`src/pcmn_pkg.sv`:
```
// ----------------------------------------------------------------------------
// pcmn_pkg: shared types and constants for the crop, mirror and normalize block
// Holds field widths, register and mean-source codes, the geometry bundle
// that travels from the register bank to the front and back parts, and the
// queue entry format.
// ----------------------------------------------------------------------------
package pcmn_pkg;

  localparam int MAX_SIDE     = 4096;
  localparam int MAX_CHANNELS = 4;
  localparam int QUEUE_DEPTH  = 4;

  localparam int SIDE_W  = $clog2(MAX_SIDE);   // counter / offset width
  localparam int SIZE_W  = SIDE_W + 1;         // size width, holds MAX_SIDE
  localparam int CHAN_W  = 2;
  localparam int PIXEL_W = 8;
  localparam int MEAN_W  = 16;
  localparam int IDX_W   = 26;
  localparam int VALUE_W = 32;
  localparam int SCALE_W = 20;
  localparam int MEANS_W = 64;
  localparam int DIFF_W  = PIXEL_W + 9;        // signed Q8.8 difference
  localparam int PROD_W  = DIFF_W + SCALE_W + 1;
  localparam int BASE_W  = CHAN_W + SIZE_W;    // c * oh + h
  localparam int QPTR_W  = $clog2(QUEUE_DEPTH);
  localparam int QCNT_W  = $clog2(QUEUE_DEPTH + 1);
  localparam int CFG_IDX_W  = 3;
  localparam int CFG_DATA_W = 64;

  typedef enum logic [CFG_IDX_W-1:0] {
    REG_SOURCE_HEIGHT   = 3'd0,
    REG_SOURCE_WIDTH    = 3'd1,
    REG_CROP_SIDE       = 3'd2,
    REG_CROP_ROW_OFFSET = 3'd3,
    REG_CROP_COL_OFFSET = 3'd4,
    REG_MODE_FLAGS      = 3'd5,
    REG_CHANNEL_MEANS   = 3'd6,
    REG_SCALE_FACTOR    = 3'd7
  } cfg_reg_t;

  typedef enum logic [1:0] {
    MEAN_NONE    = 2'd0,
    MEAN_CHANNEL = 2'd1,
    MEAN_STREAM  = 2'd2
  } mean_src_t;

  // window geometry derived from the register bank
  typedef struct packed {
    logic [SIZE_W-1:0] hgt;
    logic [SIZE_W-1:0] wid;
    logic [SIZE_W-1:0] oh;
    logic [SIZE_W-1:0] ow;
    logic [SIDE_W-1:0] r0;
    logic [SIDE_W-1:0] c0;
    logic              mirror;
    mean_src_t         mean_sel;
  } geom_t;

  // one in-window pixel waiting for the back part
  typedef struct packed {
    logic [CHAN_W-1:0]        chan;
    logic [SIDE_W-1:0]        h;
    logic [SIDE_W-1:0]        w;
    logic signed [DIFF_W-1:0] diff;
  } entry_t;

  // clamp a size register into 1..MAX_SIDE
  function automatic logic [SIZE_W-1:0] clamp_size(input logic [SIZE_W-1:0] v);
    logic [SIZE_W-1:0] r;
    r = v;
    if (v == '0) r = SIZE_W'(1);
    else if (v > SIZE_W'(MAX_SIDE)) r = SIZE_W'(MAX_SIDE);
    return r;
  endfunction

endpackage

```
`src/pcmn_if.sv`:
```
// ----------------------------------------------------------------------------
// pcmn_if: handshake channels of the crop, mirror and normalize block
// Pixel channel, result channel and register write channel, each with
// valid, ready and payload.
// ----------------------------------------------------------------------------
interface pcmn_pix_if;
  logic                          valid;
  logic                          ready;
  logic [pcmn_pkg::PIXEL_W-1:0]  pixel;
  logic [pcmn_pkg::MEAN_W-1:0]   mean_sample;
  logic                          start_of_image;
  modport source (output valid, pixel, mean_sample, start_of_image, input ready);
  modport sink   (input valid, pixel, mean_sample, start_of_image, output ready);
endinterface

interface pcmn_res_if;
  logic                          valid;
  logic                          ready;
  logic [pcmn_pkg::IDX_W-1:0]    dest_index;
  logic signed [pcmn_pkg::VALUE_W-1:0] value;
  modport source (output valid, dest_index, value, input ready);
  modport sink   (input valid, dest_index, value, output ready);
endinterface

interface pcmn_cfg_if;
  logic                            valid;
  logic                            ready;
  logic [pcmn_pkg::CFG_IDX_W-1:0]  index;
  logic [pcmn_pkg::CFG_DATA_W-1:0] data;
  modport source (output valid, index, data, input ready);
  modport sink   (input valid, index, data, output ready);
endinterface

```
`src/pixel_crop_mirror_normalize.sv`:
```
// ----------------------------------------------------------------------------
// pixel_crop_mirror_normalize: crop, mirror and mean/scale normalize pixels
// Planar pixel stream in; one indexed, normalized result per in-window pixel.
// ----------------------------------------------------------------------------
// an accepted in-window pixel goes through the queue, the first back stage and the output register
// throughput: one pixel per cycle while the queue is not full; the front classifies in the accept cycle,
//   the back is a two-stage multiply pipeline ending in the output register
// a four-entry queue between front and back absorbs output stalls
// reset (rst, synchronous): position counters to zero, queue and pipeline
//   empty, registers to height 1, width 1, scale 1.0, all others zero
module pixel_crop_mirror_normalize (
  input  logic        clk,
  input  logic        rst,
  pcmn_pix_if.sink    pixels,
  pcmn_res_if.source  results,
  pcmn_cfg_if.sink    cfg
);

  // register bank
  logic [pcmn_pkg::SIZE_W-1:0]  source_height;
  logic [pcmn_pkg::SIZE_W-1:0]  source_width;
  logic [pcmn_pkg::SIZE_W-1:0]  crop_side;
  logic [pcmn_pkg::SIDE_W-1:0]  crop_row_offset;
  logic [pcmn_pkg::SIDE_W-1:0]  crop_col_offset;
  logic [2:0]                   mode_flags;
  logic [pcmn_pkg::MEANS_W-1:0] channel_means;
  logic [pcmn_pkg::SCALE_W-1:0] scale_factor;

  logic                         cfg_write;
  logic [pcmn_pkg::SIZE_W-1:0]  side;
  pcmn_pkg::geom_t              geom;

  // front to queue, queue to back
  logic                         push, pop, full, head_valid;
  pcmn_pkg::entry_t             push_entry, head;

  // register writes are always taken
  assign cfg.ready = 1'b1;
  assign cfg_write = cfg.valid && cfg.ready;

  always_ff @(posedge clk) begin
    if (rst) begin
      source_height   <= pcmn_pkg::SIZE_W'(1);
      source_width    <= pcmn_pkg::SIZE_W'(1);
      crop_side       <= '0;
      crop_row_offset <= '0;
      crop_col_offset <= '0;
      mode_flags      <= '0;
      channel_means   <= '0;
      scale_factor    <= pcmn_pkg::SCALE_W'(65536);
    end else if (cfg_write) begin
      unique case (pcmn_pkg::cfg_reg_t'(cfg.index))
        pcmn_pkg::REG_SOURCE_HEIGHT:   source_height   <= cfg.data[pcmn_pkg::SIZE_W-1:0];
        pcmn_pkg::REG_SOURCE_WIDTH:    source_width    <= cfg.data[pcmn_pkg::SIZE_W-1:0];
        pcmn_pkg::REG_CROP_SIDE:       crop_side       <= cfg.data[pcmn_pkg::SIZE_W-1:0];
        pcmn_pkg::REG_CROP_ROW_OFFSET: crop_row_offset <= cfg.data[pcmn_pkg::SIDE_W-1:0];
        pcmn_pkg::REG_CROP_COL_OFFSET: crop_col_offset <= cfg.data[pcmn_pkg::SIDE_W-1:0];
        pcmn_pkg::REG_MODE_FLAGS:      mode_flags      <= cfg.data[2:0];
        pcmn_pkg::REG_CHANNEL_MEANS:   channel_means   <= cfg.data;
        pcmn_pkg::REG_SCALE_FACTOR:    scale_factor    <= cfg.data[pcmn_pkg::SCALE_W-1:0];
        default: ;
      endcase
    end
  end

  // crop side capped at the largest image side
  assign side = (crop_side > pcmn_pkg::SIZE_W'(pcmn_pkg::MAX_SIDE))
              ? pcmn_pkg::SIZE_W'(pcmn_pkg::MAX_SIDE) : crop_side;

  // window geometry: whole image when cropping is off
  always_comb begin
    geom.hgt      = pcmn_pkg::clamp_size(source_height);
    geom.wid      = pcmn_pkg::clamp_size(source_width);
    geom.mirror   = mode_flags[0];
    geom.mean_sel = pcmn_pkg::mean_src_t'(mode_flags[2:1]);
    if (side != '0) begin
      geom.oh = side;
      geom.ow = side;
      geom.r0 = crop_row_offset;
      geom.c0 = crop_col_offset;
    end else begin
      geom.oh = geom.hgt;
      geom.ow = geom.wid;
      geom.r0 = '0;
      geom.c0 = '0;
    end
  end

  // position tracking and classification
  pcmn_front u_front (
    .clk           (clk),
    .rst           (rst),
    .pixels        (pixels),
    .geom          (geom),
    .channel_means (channel_means),
    .full          (full),
    .push          (push),
    .push_entry    (push_entry)
  );

  // decoupling queue
  pcmn_queue u_queue (
    .clk        (clk),
    .rst        (rst),
    .push       (push),
    .push_entry (push_entry),
    .pop        (pop),
    .full       (full),
    .head_valid (head_valid),
    .head       (head)
  );

  // index and value arithmetic, output register
  pcmn_back u_back (
    .clk          (clk),
    .rst          (rst),
    .head_valid   (head_valid),
    .head         (head),
    .pop          (pop),
    .geom         (geom),
    .scale_factor (scale_factor),
    .results      (results)
  );

endmodule

```
`src/pcmn_front.sv`:
```
// ----------------------------------------------------------------------------
// pcmn_front: position tracking and window classification
// Accepts pixels, tracks channel/row/column, and pushes in-window pixels
// with their output coordinates and mean-subtracted difference.
// ----------------------------------------------------------------------------
module pcmn_front (
  input  logic                              clk,
  input  logic                              rst,
  pcmn_pix_if.sink                          pixels,
  input  pcmn_pkg::geom_t                   geom,
  input  logic [pcmn_pkg::MEANS_W-1:0]      channel_means,
  input  logic                              full,
  output logic                              push,
  output pcmn_pkg::entry_t                  push_entry
);

  logic [pcmn_pkg::CHAN_W-1:0] chan_count, chan_count_next;
  logic [pcmn_pkg::SIDE_W-1:0] row_count, row_count_next;
  logic [pcmn_pkg::SIDE_W-1:0] col_count, col_count_next;

  logic                        accept;
  logic [pcmn_pkg::CHAN_W-1:0] c;
  logic [pcmn_pkg::SIDE_W-1:0] r, k, h, w0, w;
  logic                        in_win;
  logic [pcmn_pkg::MEAN_W-1:0] mean;
  logic [pcmn_pkg::SIZE_W-1:0] k_inc, r_inc;

  assign pixels.ready = !full;
  assign accept = pixels.valid && pixels.ready;

  // start mark places this pixel at channel 0, row 0, column 0
  assign c = pixels.start_of_image ? '0 : chan_count;
  assign r = pixels.start_of_image ? '0 : row_count;
  assign k = pixels.start_of_image ? '0 : col_count;

  assign h  = r - geom.r0;
  assign w0 = k - geom.c0;
  assign in_win = (r >= geom.r0) && ({1'b0, h} < geom.oh) &&
                  (k >= geom.c0) && ({1'b0, w0} < geom.ow);
  assign w = geom.mirror ? pcmn_pkg::SIDE_W'(geom.ow - pcmn_pkg::SIZE_W'(1) - {1'b0, w0})
                         : w0;

  always_comb begin
    unique case (geom.mean_sel)
      pcmn_pkg::MEAN_CHANNEL: mean = channel_means[{c, 4'b0} +: pcmn_pkg::MEAN_W];
      pcmn_pkg::MEAN_STREAM:  mean = pixels.mean_sample;
      default:                mean = '0;
    endcase
  end

  assign push = accept && in_win;
  assign push_entry.chan = c;
  assign push_entry.h    = h;
  assign push_entry.w    = w;
  assign push_entry.diff = $signed({1'b0, pixels.pixel, 8'b0}) - $signed({1'b0, mean});

  // position advance: column, then row, then channel
  assign k_inc = {1'b0, k} + pcmn_pkg::SIZE_W'(1);
  assign r_inc = {1'b0, r} + pcmn_pkg::SIZE_W'(1);

  always_comb begin
    chan_count_next = c;
    row_count_next  = r;
    col_count_next  = k_inc[pcmn_pkg::SIDE_W-1:0];
    if (k_inc >= geom.wid) begin
      col_count_next = '0;
      row_count_next = r_inc[pcmn_pkg::SIDE_W-1:0];
      if (r_inc >= geom.hgt) begin
        row_count_next = '0;
        if (c == pcmn_pkg::CHAN_W'(pcmn_pkg::MAX_CHANNELS - 1)) chan_count_next = '0;
        else chan_count_next = c + pcmn_pkg::CHAN_W'(1);
      end
    end
  end

  always_ff @(posedge clk) begin
    if (rst) begin
      chan_count <= '0;
      row_count  <= '0;
      col_count  <= '0;
    end else if (accept) begin
      chan_count <= chan_count_next;
      row_count  <= row_count_next;
      col_count  <= col_count_next;
    end
  end

endmodule

```
`src/pcmn_queue.sv`:
```
// ----------------------------------------------------------------------------
// pcmn_queue: short queue between front and back
// Small register file with read and write pointers and a fill count.
// ----------------------------------------------------------------------------
module pcmn_queue (
  input  logic             clk,
  input  logic             rst,
  input  logic             push,
  input  pcmn_pkg::entry_t push_entry,
  input  logic             pop,
  output logic             full,
  output logic             head_valid,
  output pcmn_pkg::entry_t head
);

  pcmn_pkg::entry_t              mem [pcmn_pkg::QUEUE_DEPTH];
  logic [pcmn_pkg::QPTR_W-1:0]   wr_ptr, rd_ptr;
  logic [pcmn_pkg::QCNT_W-1:0]   count;

  assign full       = (count == pcmn_pkg::QCNT_W'(pcmn_pkg::QUEUE_DEPTH));
  assign head_valid = (count != '0);
  assign head       = mem[rd_ptr];

  always_ff @(posedge clk) begin
    if (push) mem[wr_ptr] <= push_entry;
  end

  always_ff @(posedge clk) begin
    if (rst) begin
      wr_ptr <= '0;
      rd_ptr <= '0;
      count  <= '0;
    end else begin
      if (push) wr_ptr <= wr_ptr + pcmn_pkg::QPTR_W'(1);
      if (pop)  rd_ptr <= rd_ptr + pcmn_pkg::QPTR_W'(1);
      unique case ({push, pop})
        2'b10:   count <= count + pcmn_pkg::QCNT_W'(1);
        2'b01:   count <= count - pcmn_pkg::QCNT_W'(1);
        default: count <= count;
      endcase
    end
  end

  // no overflow and no underflow
  assert property (@(posedge clk) disable iff (rst) push |-> !full)
    else $error("queue written while full");
  assert property (@(posedge clk) disable iff (rst) pop |-> head_valid)
    else $error("queue read while empty");

endmodule

```
`src/pcmn_back.sv`:
```
// ----------------------------------------------------------------------------
// pcmn_back: index and value arithmetic
// Two stages: products (c * oh + h, diff * scale), then the row-major index
// and the rounded Q15.16 value into the output register.
// ----------------------------------------------------------------------------
module pcmn_back (
  input  logic                          clk,
  input  logic                          rst,
  input  logic                          head_valid,
  input  pcmn_pkg::entry_t              head,
  output logic                          pop,
  input  pcmn_pkg::geom_t               geom,
  input  logic [pcmn_pkg::SCALE_W-1:0]  scale_factor,
  pcmn_res_if.source                    results
);

  logic                               s1_v;
  logic [pcmn_pkg::BASE_W-1:0]        s1_base;
  logic [pcmn_pkg::SIDE_W-1:0]        s1_w;
  logic signed [pcmn_pkg::PROD_W-1:0] s1_prod;

  logic                               out_v;
  logic [pcmn_pkg::IDX_W-1:0]         out_idx;
  logic signed [pcmn_pkg::VALUE_W-1:0] out_val;

  logic                               adv1, adv2;
  logic [pcmn_pkg::BASE_W-1:0]        base_c;
  logic signed [pcmn_pkg::PROD_W-1:0] prod_c;
  logic [pcmn_pkg::BASE_W+pcmn_pkg::SIZE_W-1:0] idx_c;
  logic signed [pcmn_pkg::PROD_W-1:0] rnd_c;

  assign adv2 = !out_v || results.ready;
  assign adv1 = !s1_v || adv2;
  assign pop  = head_valid && adv1;

  assign base_c = pcmn_pkg::BASE_W'(head.chan) * pcmn_pkg::BASE_W'(geom.oh)
                + pcmn_pkg::BASE_W'(head.h);
  assign prod_c = head.diff * $signed({1'b0, scale_factor});

  always_ff @(posedge clk) begin
    if (rst) begin
      s1_v <= 1'b0;
    end else if (adv1) begin
      s1_v <= head_valid;
    end
  end

  always_ff @(posedge clk) begin
    if (adv1) begin
      s1_base <= base_c;
      s1_w    <= head.w;
      s1_prod <= prod_c;
    end
  end

  assign idx_c = s1_base * pcmn_pkg::SIZE_W'(geom.ow)
               + (pcmn_pkg::BASE_W + pcmn_pkg::SIZE_W)'(s1_w);
  // round half up, floor shift; magnitude stays below 2^29 so it fits the output
  assign rnd_c = (s1_prod + pcmn_pkg::PROD_W'(128)) >>> 8;

  always_ff @(posedge clk) begin
    if (rst) begin
      out_v <= 1'b0;
    end else if (adv2) begin
      out_v <= s1_v;
    end
  end

  always_ff @(posedge clk) begin
    if (adv2) begin
      out_idx <= idx_c[pcmn_pkg::IDX_W-1:0];
      out_val <= rnd_c[pcmn_pkg::VALUE_W-1:0];
    end
  end

  assign results.valid      = out_v;
  assign results.dest_index = out_idx;
  assign results.value      = out_val;

  // a moving first stage always lands in the output register
  assert property (@(posedge clk) disable iff (rst) (s1_v && adv2) |=> out_v)
    else $error("item lost between back stages");
  assert property (@(posedge clk) disable iff (rst) (!s1_v && adv2) |=> !out_v)
    else $error("result invented in back stage");

endmodule

```
`src/flat_wrapper.sv`:
```
// flat-port wrapper written by rule: the top's interface ports become plain ports
module pixel_crop_mirror_normalize_flat 
  (clk, rst, pixels_valid, pixels_pixel, pixels_mean_sample, pixels_start_of_image, pixels_ready, results_valid, results_dest_index, results_value, results_ready, cfg_valid, cfg_index, cfg_data, cfg_ready);
  pcmn_pix_if pixels_i ();
  pcmn_res_if results_i ();
  pcmn_cfg_if cfg_i ();
  input  logic clk;
  input  logic rst;
  input wire logic [$bits(pixels_i.valid)-1:0] pixels_valid;
  input wire logic [$bits(pixels_i.pixel)-1:0] pixels_pixel;
  input wire logic [$bits(pixels_i.mean_sample)-1:0] pixels_mean_sample;
  input wire logic [$bits(pixels_i.start_of_image)-1:0] pixels_start_of_image;
  output wire logic [$bits(pixels_i.ready)-1:0] pixels_ready;
  output wire logic [$bits(results_i.valid)-1:0] results_valid;
  output wire logic [$bits(results_i.dest_index)-1:0] results_dest_index;
  output wire logic [$bits(results_i.value)-1:0] results_value;
  input wire logic [$bits(results_i.ready)-1:0] results_ready;
  input wire logic [$bits(cfg_i.valid)-1:0] cfg_valid;
  input wire logic [$bits(cfg_i.index)-1:0] cfg_index;
  input wire logic [$bits(cfg_i.data)-1:0] cfg_data;
  output wire logic [$bits(cfg_i.ready)-1:0] cfg_ready;
  assign pixels_i.valid = pixels_valid;
  assign pixels_i.pixel = pixels_pixel;
  assign pixels_i.mean_sample = pixels_mean_sample;
  assign pixels_i.start_of_image = pixels_start_of_image;
  assign pixels_ready = pixels_i.ready;
  assign results_valid = results_i.valid;
  assign results_dest_index = results_i.dest_index;
  assign results_value = results_i.value;
  assign results_i.ready = results_ready;
  assign cfg_i.valid = cfg_valid;
  assign cfg_i.index = cfg_index;
  assign cfg_i.data = cfg_data;
  assign cfg_ready = cfg_i.ready;
  pixel_crop_mirror_normalize u_core (.clk(clk), .rst(rst), .pixels(pixels_i), .results(results_i), .cfg(cfg_i));
endmodule
```
`config.mk`:
```
export PLATFORM = sky130hd
export DESIGN_NAME = pixel_crop_mirror_normalize_flat
export DESIGN_NICKNAME = d
export VERILOG_FILES = /design/src/pcmn_pkg.sv /design/src/pcmn_if.sv /design/src/pixel_crop_mirror_normalize.sv /design/src/pcmn_front.sv /design/src/pcmn_queue.sv /design/src/pcmn_back.sv /design/src/flat_wrapper.sv
export SDC_FILE = /design/constraint.sdc
export NUM_CORES = 2
export LEC_CHECK = 0
export BUFFER_PORTS_ARGS = -buffer_cell sky130_fd_sc_hd__buf_2
export CORE_AREA = 3 3 289 291
export DETAILED_ROUTE_END_ITERATION = 10
export DIE_AREA = 0 0 292 294
export PLACE_DENSITY = 0.77
export SYNTH_ARGS = -nofsm -noshare
export SYNTH_HDL_FRONTEND = slang
export SYNTH_SLANG_ARGS = --single-unit
```
`constraint.sdc`:
```
create_clock -name clk -period 16.05 [get_ports clk]
set_clock_uncertainty 0.2 [all_clocks]
set_input_delay 0.8025 -clock clk [delete_from_list [all_inputs] [get_ports clk]]
set_output_delay 0.8025 -clock clk [all_outputs]
set_load 0.01 [all_outputs]
```
---- Yosys cells after proc, flatten, opt, wreduce, memory -nomap -nowiden ----
Memories as Yosys holds them, arrays and structs flattened. A register that Yosys moved wholly into a read port is not among the register bits.
Cells that the tools add are included.
word-level totals
  word-level logic and storage cells ...... 110
  register bits after elaboration ......... 306
  input port bits ......................... 97
  bits in writable memories ............... 172
  memories ................................ 1
cells by class
  $add $sub $neg .......................... 15
  multiply operators ...................... 3
  reduce and logical (&&, ||, !) cells .... 25
  magnitude comparators ................... 9
  multiplexer cells ....................... 22
  shift operators ......................... 1
  eq/ne operators ......................... 13
memories
  memory              words  width  read ports  clocked after memory_dff  wr ports  RTL line          text
  u_core.u_queue.mem  4      43     1           1                         1         pcmn_queue.sv:16  pcmn_pkg::entry_t mem [pcmn_pkg::QUEUE_DEPTH];
operators with widths
  operator               number
  $mux 12                6
  $mux 13                5
  $shiftx 64x7->16       1
  $mux 50                1
  $gt 13x13->1 const B   3
  $add 38x9->38 const B  1
  $mul 17x21->38         1
  $sub 12x12->12         3
  $pmux 16 s2            1
  $add 12x1->13 const B  2
  $add 26x12->26         1
  $ge 13x13->1           2
  $logic_not 13->1       2
  $lt 12x13->1           2
  $mul 15x13->26         1
  $ge 12x12->1           2
  $sub 16x16->17         1
  $reduce_and 2->1       8
  $add 15x12->15         1
  $eq 3x3->1 const B     5
  $mul 2x13->15          1
  $reduce_bool 13->1     1
  $mux 2                 6
  $sub 12x1->12 const B  1
  15 further kinds       30

---- Logic depth before layout (Yosys ltp) ----
  depth in word-level cells ............... 12
  depth in mapped cells ................... 31

---- By module ----
Synthesis repeated with hierarchy kept, for this count alone.
second synthesis, totals
  cells, all modules ...................... 4,240
  area, all modules ....................... 41,036.9 um2
modules (own cells, without submodules)
  module                       cells an instance  instances  sequential area each (um2)  area an instance (um2)
  pcmn_back                    2,344              1          3,463.3                     22,467.8
  pcmn_queue                   268                1          5,345.1                     6,686.4
  pixel_crop_mirror_normalize  795                1          3,002.9                     5,944.5
  pcmn_front                   833                1          520.5                       5,938.2

---- Worst setup path before layout ----
OpenSTA, ideal clock, no wires.
  kind .................................... register -> register
  from .................................... register u_core.crop_side[3] in the netlist's numbering
  to ...................................... register u_core.u_back.out_idx (netlist bit u_core.u_back.results.dest_index[25]), data pin
  stages on the path, launching flop included .. 28
  path slack .............................. 8.582 ns
  arrival time ............................ 7.008 ns
  required time ........................... 15.590 ns
  cell sequence ........................... dfxtp_1 nor4_1 and3_1 nand2b_1 clkbuf_1 a21oi_1 a21o_1 clkbuf_1 nand2_1 fa_1 fa_1 fa_1 inv_1 fa_1 fa_1 inv_1 fa_1 inv_1 ha_1 and3_1 a221oi_1 nand2_1 a21oi_1 o31ai_1 o41ai_1 o21bai_1 a21oi_1 xnor2_1
on the way
  word-level cells in the longest chain between the ends .. 6
ends and longest elaborated chain
  element                            RTL line                           text
  start: declaration                 pixel_crop_mirror_normalize.sv:22  logic [pcmn_pkg::SIZE_W-1:0] crop_side;
  start signal: assignment           pixel_crop_mirror_normalize.sv:55  pcmn_pkg::REG_CROP_SIDE: crop_side <= cfg.data[pcmn_pkg::SIZE_W-1:0];
  $gt 13x13->1                       pixel_crop_mirror_normalize.sv:67  assign side = (crop_side > pcmn_pkg::SIZE_W'(pcmn_pkg::MAX_SIDE))
  $mux 13 (*)                        pixel_crop_mirror_normalize.sv:68  ? pcmn_pkg::SIZE_W'(pcmn_pkg::MAX_SIDE) : crop_side;
  $reduce_bool 13->1                 pixel_crop_mirror_normalize.sv:76  if (side != '0) begin
  $mux 50 (*)                        pixel_crop_mirror_normalize.sv:76
  $mul 15x13->26 (*)                 pcmn_back.sv:56                    assign idx_c = s1_base * pcmn_pkg::SIZE_W'(geom.ow)
  $add 26x12->26 (*)                 pcmn_back.sv:57                    + (pcmn_pkg::BASE_W + pcmn_pkg::SIZE_W)'(s1_w);
  net u_core.u_back.idx_c (one bit)  pcmn_back.sv:29                    logic [pcmn_pkg::BASE_W+pcmn_pkg::SIZE_W-1:0] idx_c;
  end signal: assignment             pcmn_back.sv:71                    out_idx <= idx_c[pcmn_pkg::IDX_W-1:0];
  end: declaration                   pcmn_back.sv:23                    logic [pcmn_pkg::IDX_W-1:0] out_idx;
Mark *: on every way through the listed nets, which the timed path passes. The rest lies on a longest branch.
A chain may end at the register's enable or synchronous reset.

---- Worst setup path in the final report ----
  from .................................... register u_core.crop_side[8] in the netlist's numbering
  to ...................................... register u_core.u_back.out_idx (netlist bit u_core.u_back.results.dest_index[25]), data pin
The elaborated chain is that of the path after synthesis.

==> flow_summary.json <==
{
  "status": "completed",
  "crit_end": "u_core.u_back.results.dest_index[25]$_DFFE_PP_",
  "cts_buffers": 51,
  "r2r_end": "u_core.u_back.results.dest_index[25]$_DFFE_PP_",
  "cts_buffer_depth": 3,
  "ys_ff_latch": 473,
  "synthXorXnorAreaFrac": 0.03400,
  "grt_overflow": 0,
  "synth_area_um2": 40440,
  "synth_edf_count": 286,
  "hold_buffers": 0,
  "utilization": 0.5427,
  "clkPwrFrac": 0.194,
  "grt_max_degree": 98,
  "totalPowerFinal_mw": 6.426,
  "fmax_ghz": 0.1178,
  "synth_nets": 5009,
  "die_w_um": 292,
  "switching_share": 0.4161,
  "rr_worst_depth": 27,
  "sequentialPowerShare": 0.286,
  "clk_pin_slew_ps": 60,
  "n_fill_cell": 6924,
  "drc_errors": 0,
  "start_util": 0.5005,
  "cts_resized": 0,
  "ys.flop_type": "edfxtp_1",
  "yosys_warnings": 0,
  "combPwrFrac": 0.520,
  "post_drt_wl_per_cell_um": 18.32,
  "slowest_delay_ps": 580,
  "dr.pass1.iters": 7,
  "dp_hpwl_um": 72560,
  "worst-endpoint-required_ps": 16200,
  "core_um2": 80810,
  "synth_top_family_by_area": "adder cells",
  "grt_setup_unrepaired": "no",
  "worstPathMaxFanout": 18,
  "track_usage": 0.2298,
  "synth_area_leaders": "fa_1 21%, edfxtp_1 21%, ha_1 10%",
  "syn_inst": 4147,
  "dieArea_um2": 85850,
  "slew_headroom": 0.2711,
  "synth_cell_types": 78,
  "nets": 5065,
  "cts_tree": "done",
  "setup_ws_ps": 7558,
  "area_growth_pct": 8.424,
  "switchingPower_mw": 2.674,
  "pre_cts_ws_ps": 7677,
  "timing.rr.start": "u_core.crop_side[8]$_SDFFE_PP0P_",
  "drt_iter0_drc": 2462,
  "final_common_cell": "nand2_1",
  "synth-simple-area-share": 0.1637,
  "cp_num_buf_inv": 6,
  "ys_seq_area_frac": 0.3049,
  "cellInternalPower_mw": 3.752,
  "min_period_ps": 8492,
  "worst-path-stages": 27,
  "crit_slowest_cell": "a21o_1",
  "antenna_found_initial": 1,
  "grt_pass1_vias": 29620,
  "crit_start": "u_core.crop_side[8]$_SDFFE_PP0P_",
  "synth_compound_area_frac": 0.07750,
  "synth_mux_area_frac": 0.03190,
  "async_flop_share": 0,
  "yosys.area_share.adder": 0.3172,
  "max-vdd-ir-drop_v": 0.0001943,
  "htree_num_levels": 2,
  "min_period_over_period": 0.5291,
  "worst_setup_path_end_kind": "flip-flop",
  "final_cell_mix": "725 x nand2_1, 568 x inv_1, 434 x fa_1",
  "port_buffers": 156,
  "min_path_type": "in -> reg",
  "routed_wirelength_um": 97200,
  "drive_gt1_frac": 0.08481,
  "synth_top_area_frac": 0.2148,
  "insertion_delay_ps": 620,
  "max_cap_viol_count": 0,
  "yosysTopAreaCell": "fa_1",
  "r2r_slack_ps": 7560,
  "power.density_nw_per_um2": 146.5,
  "viasPerCell": 5.509,
  "final_cells": 5305,
  "postCtsSetupBuffers": 0,
  "worstSetupPathType": "reg -> reg",
  "startpoint_type": "flip-flop",
  "diodes": 0,
  "maxSlewViolCount": 0,
  "finalHoldViolations": 0,
  "antenna_left": 0,
  "clock_sinks": 473,
  "postSynthAreaPerCell_um2": 9.753,
  "dp_cells": 5210,
  "tns_ps": 0,
  "min-delay-start": "cfg_data[60]",
  "gp_congestion": 0.9203,
  "num_vias": 29220,
  "power_leakage_nw": 19.42,
  "worst_pin_slew_ps": 1090,
  "die_h_um": 294,
  "setup_violations": 0,
  "io_pins": 158,
  "clock-root-buffer": "clkbuf_16",
  "cp_top_family": "compound AO/OA/AOI/OAI gates",
  "grt_pass1_wl_um": 158100,
  "rows": 104,
  "critPathArrivalTime_ps": 8650
}
-- routing by layer --
layer | GRT usage | routed length [um] | share of wire
met2 | 0.3735 | 44940 | 0.46
met3 | 0.03525 | 7539 | 0.078
met1 | 0.3178 | 41570 | 0.43
met5 | 0 | 13 | 0.00013
met4 | 0.07463 | 3145 | 0.032
-- kinds of logic after synthesis --
group           after synthesis
compound gates              515
xor+xnor                    157
fa+ha+maj                   765
buf+inv                     754
flops                       473
mux                          74
other cells                   1
simple gates               1408
-- per-stage QoR --
stage	hold WS, ps	instance area, um^2
final	228.6	43850
after global routing	212.8	43850
after CTS	202.1	43850
after detailed placement	244.3	42100
after global placement	237.3	42100
after floorplan	231.7	40440
-- flip-flops by register name, summed over array words and instances, names as in the netlist, 13 cells and up, named ones only --
| name | cells |
|---|---|
| u_core.u_queue.mem | 172 |
| u_core.u_back.s1_base | 15 |
| u_core.source_width | 13 |
| u_core.u_back.results.value | 30 |
| u_core.channel_means | 64 |
| u_core.source_height | 13 |
| u_core.scale_factor | 20 |
| u_core.u_back.s1_prod | 31 |
| u_core.crop_side | 13 |
| u_core.u_back.results.dest_index | 26 |
-- synth_stat cells, drive strengths merged (5+ instances only) --
master,number
and2,255
nor2b,56
inv,569
a31oi,9
edfxtp,286
a32oi,9
dfxtp,187
a21o,42
nor4,13
clkbuf,159
a221oi,8
a311oi,5
ha,331
fa,434
a21oi,271
and3,30
or2,15
o41ai,5
nand2b,55
nand2,726
o21a,18
o31ai,6
xnor2,98
nand4,15
nor3,35
mux2,9
nand3,51
o211ai,8
nor2,128
a21boi,8
o21ai,71
o21bai,11
xor2,59
nand3b,10
a22oi,6
buf,25
mux4,43
mux2i,22
-- worst min-delay path by stage --
stage | slack (ps) | end | cells after the start
floorplan | 230 | u_core.crop_col_offset[0]$_SDFFE_PP0P_ | 2
global placement | 240 | u_core.crop_row_offset[0]$_SDFFE_PP0P_ | 2
detailed placement | 240 | u_core.channel_means[50]$_SDFFE_PP0P_ | 2
CTS | 200 | u_core.channel_means[60]$_SDFFE_PP0P_ | 3
global route | 210 | u_core.channel_means[36]$_SDFFE_PP0P_ | 3
finish | 230 | u_core.channel_means[60]$_SDFFE_PP0P_ | 3
-- worst min-delay path: stages --
cell and delay (ps):
buf_2 90, nand2_1 40, a21oi_1 50
-- power groups by stage --
stage | logic [mW] | clock network (mW) | registers, mW
after detailed placement | 3.32 | 0 | 1.86
after global placement | 3.24 | 0 | 1.86
after global routing | 3.80 | 1.31 | 1.87
final | 3.34 | 1.24 | 1.84
after CTS | 3.37 | 1.26 | 1.84
after floorplan | 2.53 | 0 | 1.80
-- final cells by class --
class                      instances  area [um^2]  share of cell area
multi-input combinational       2920        25280              0.5765
sequential                       473        12330              0.2813
inverter                         570         2140             0.04879
clock buffer                      61         1408             0.03210
tap                             1060         1326             0.03025
timing repair buffer             187         1020             0.02325
clock inverter                    34        345.3            0.007875
Power figures use the tool's default switching activity.
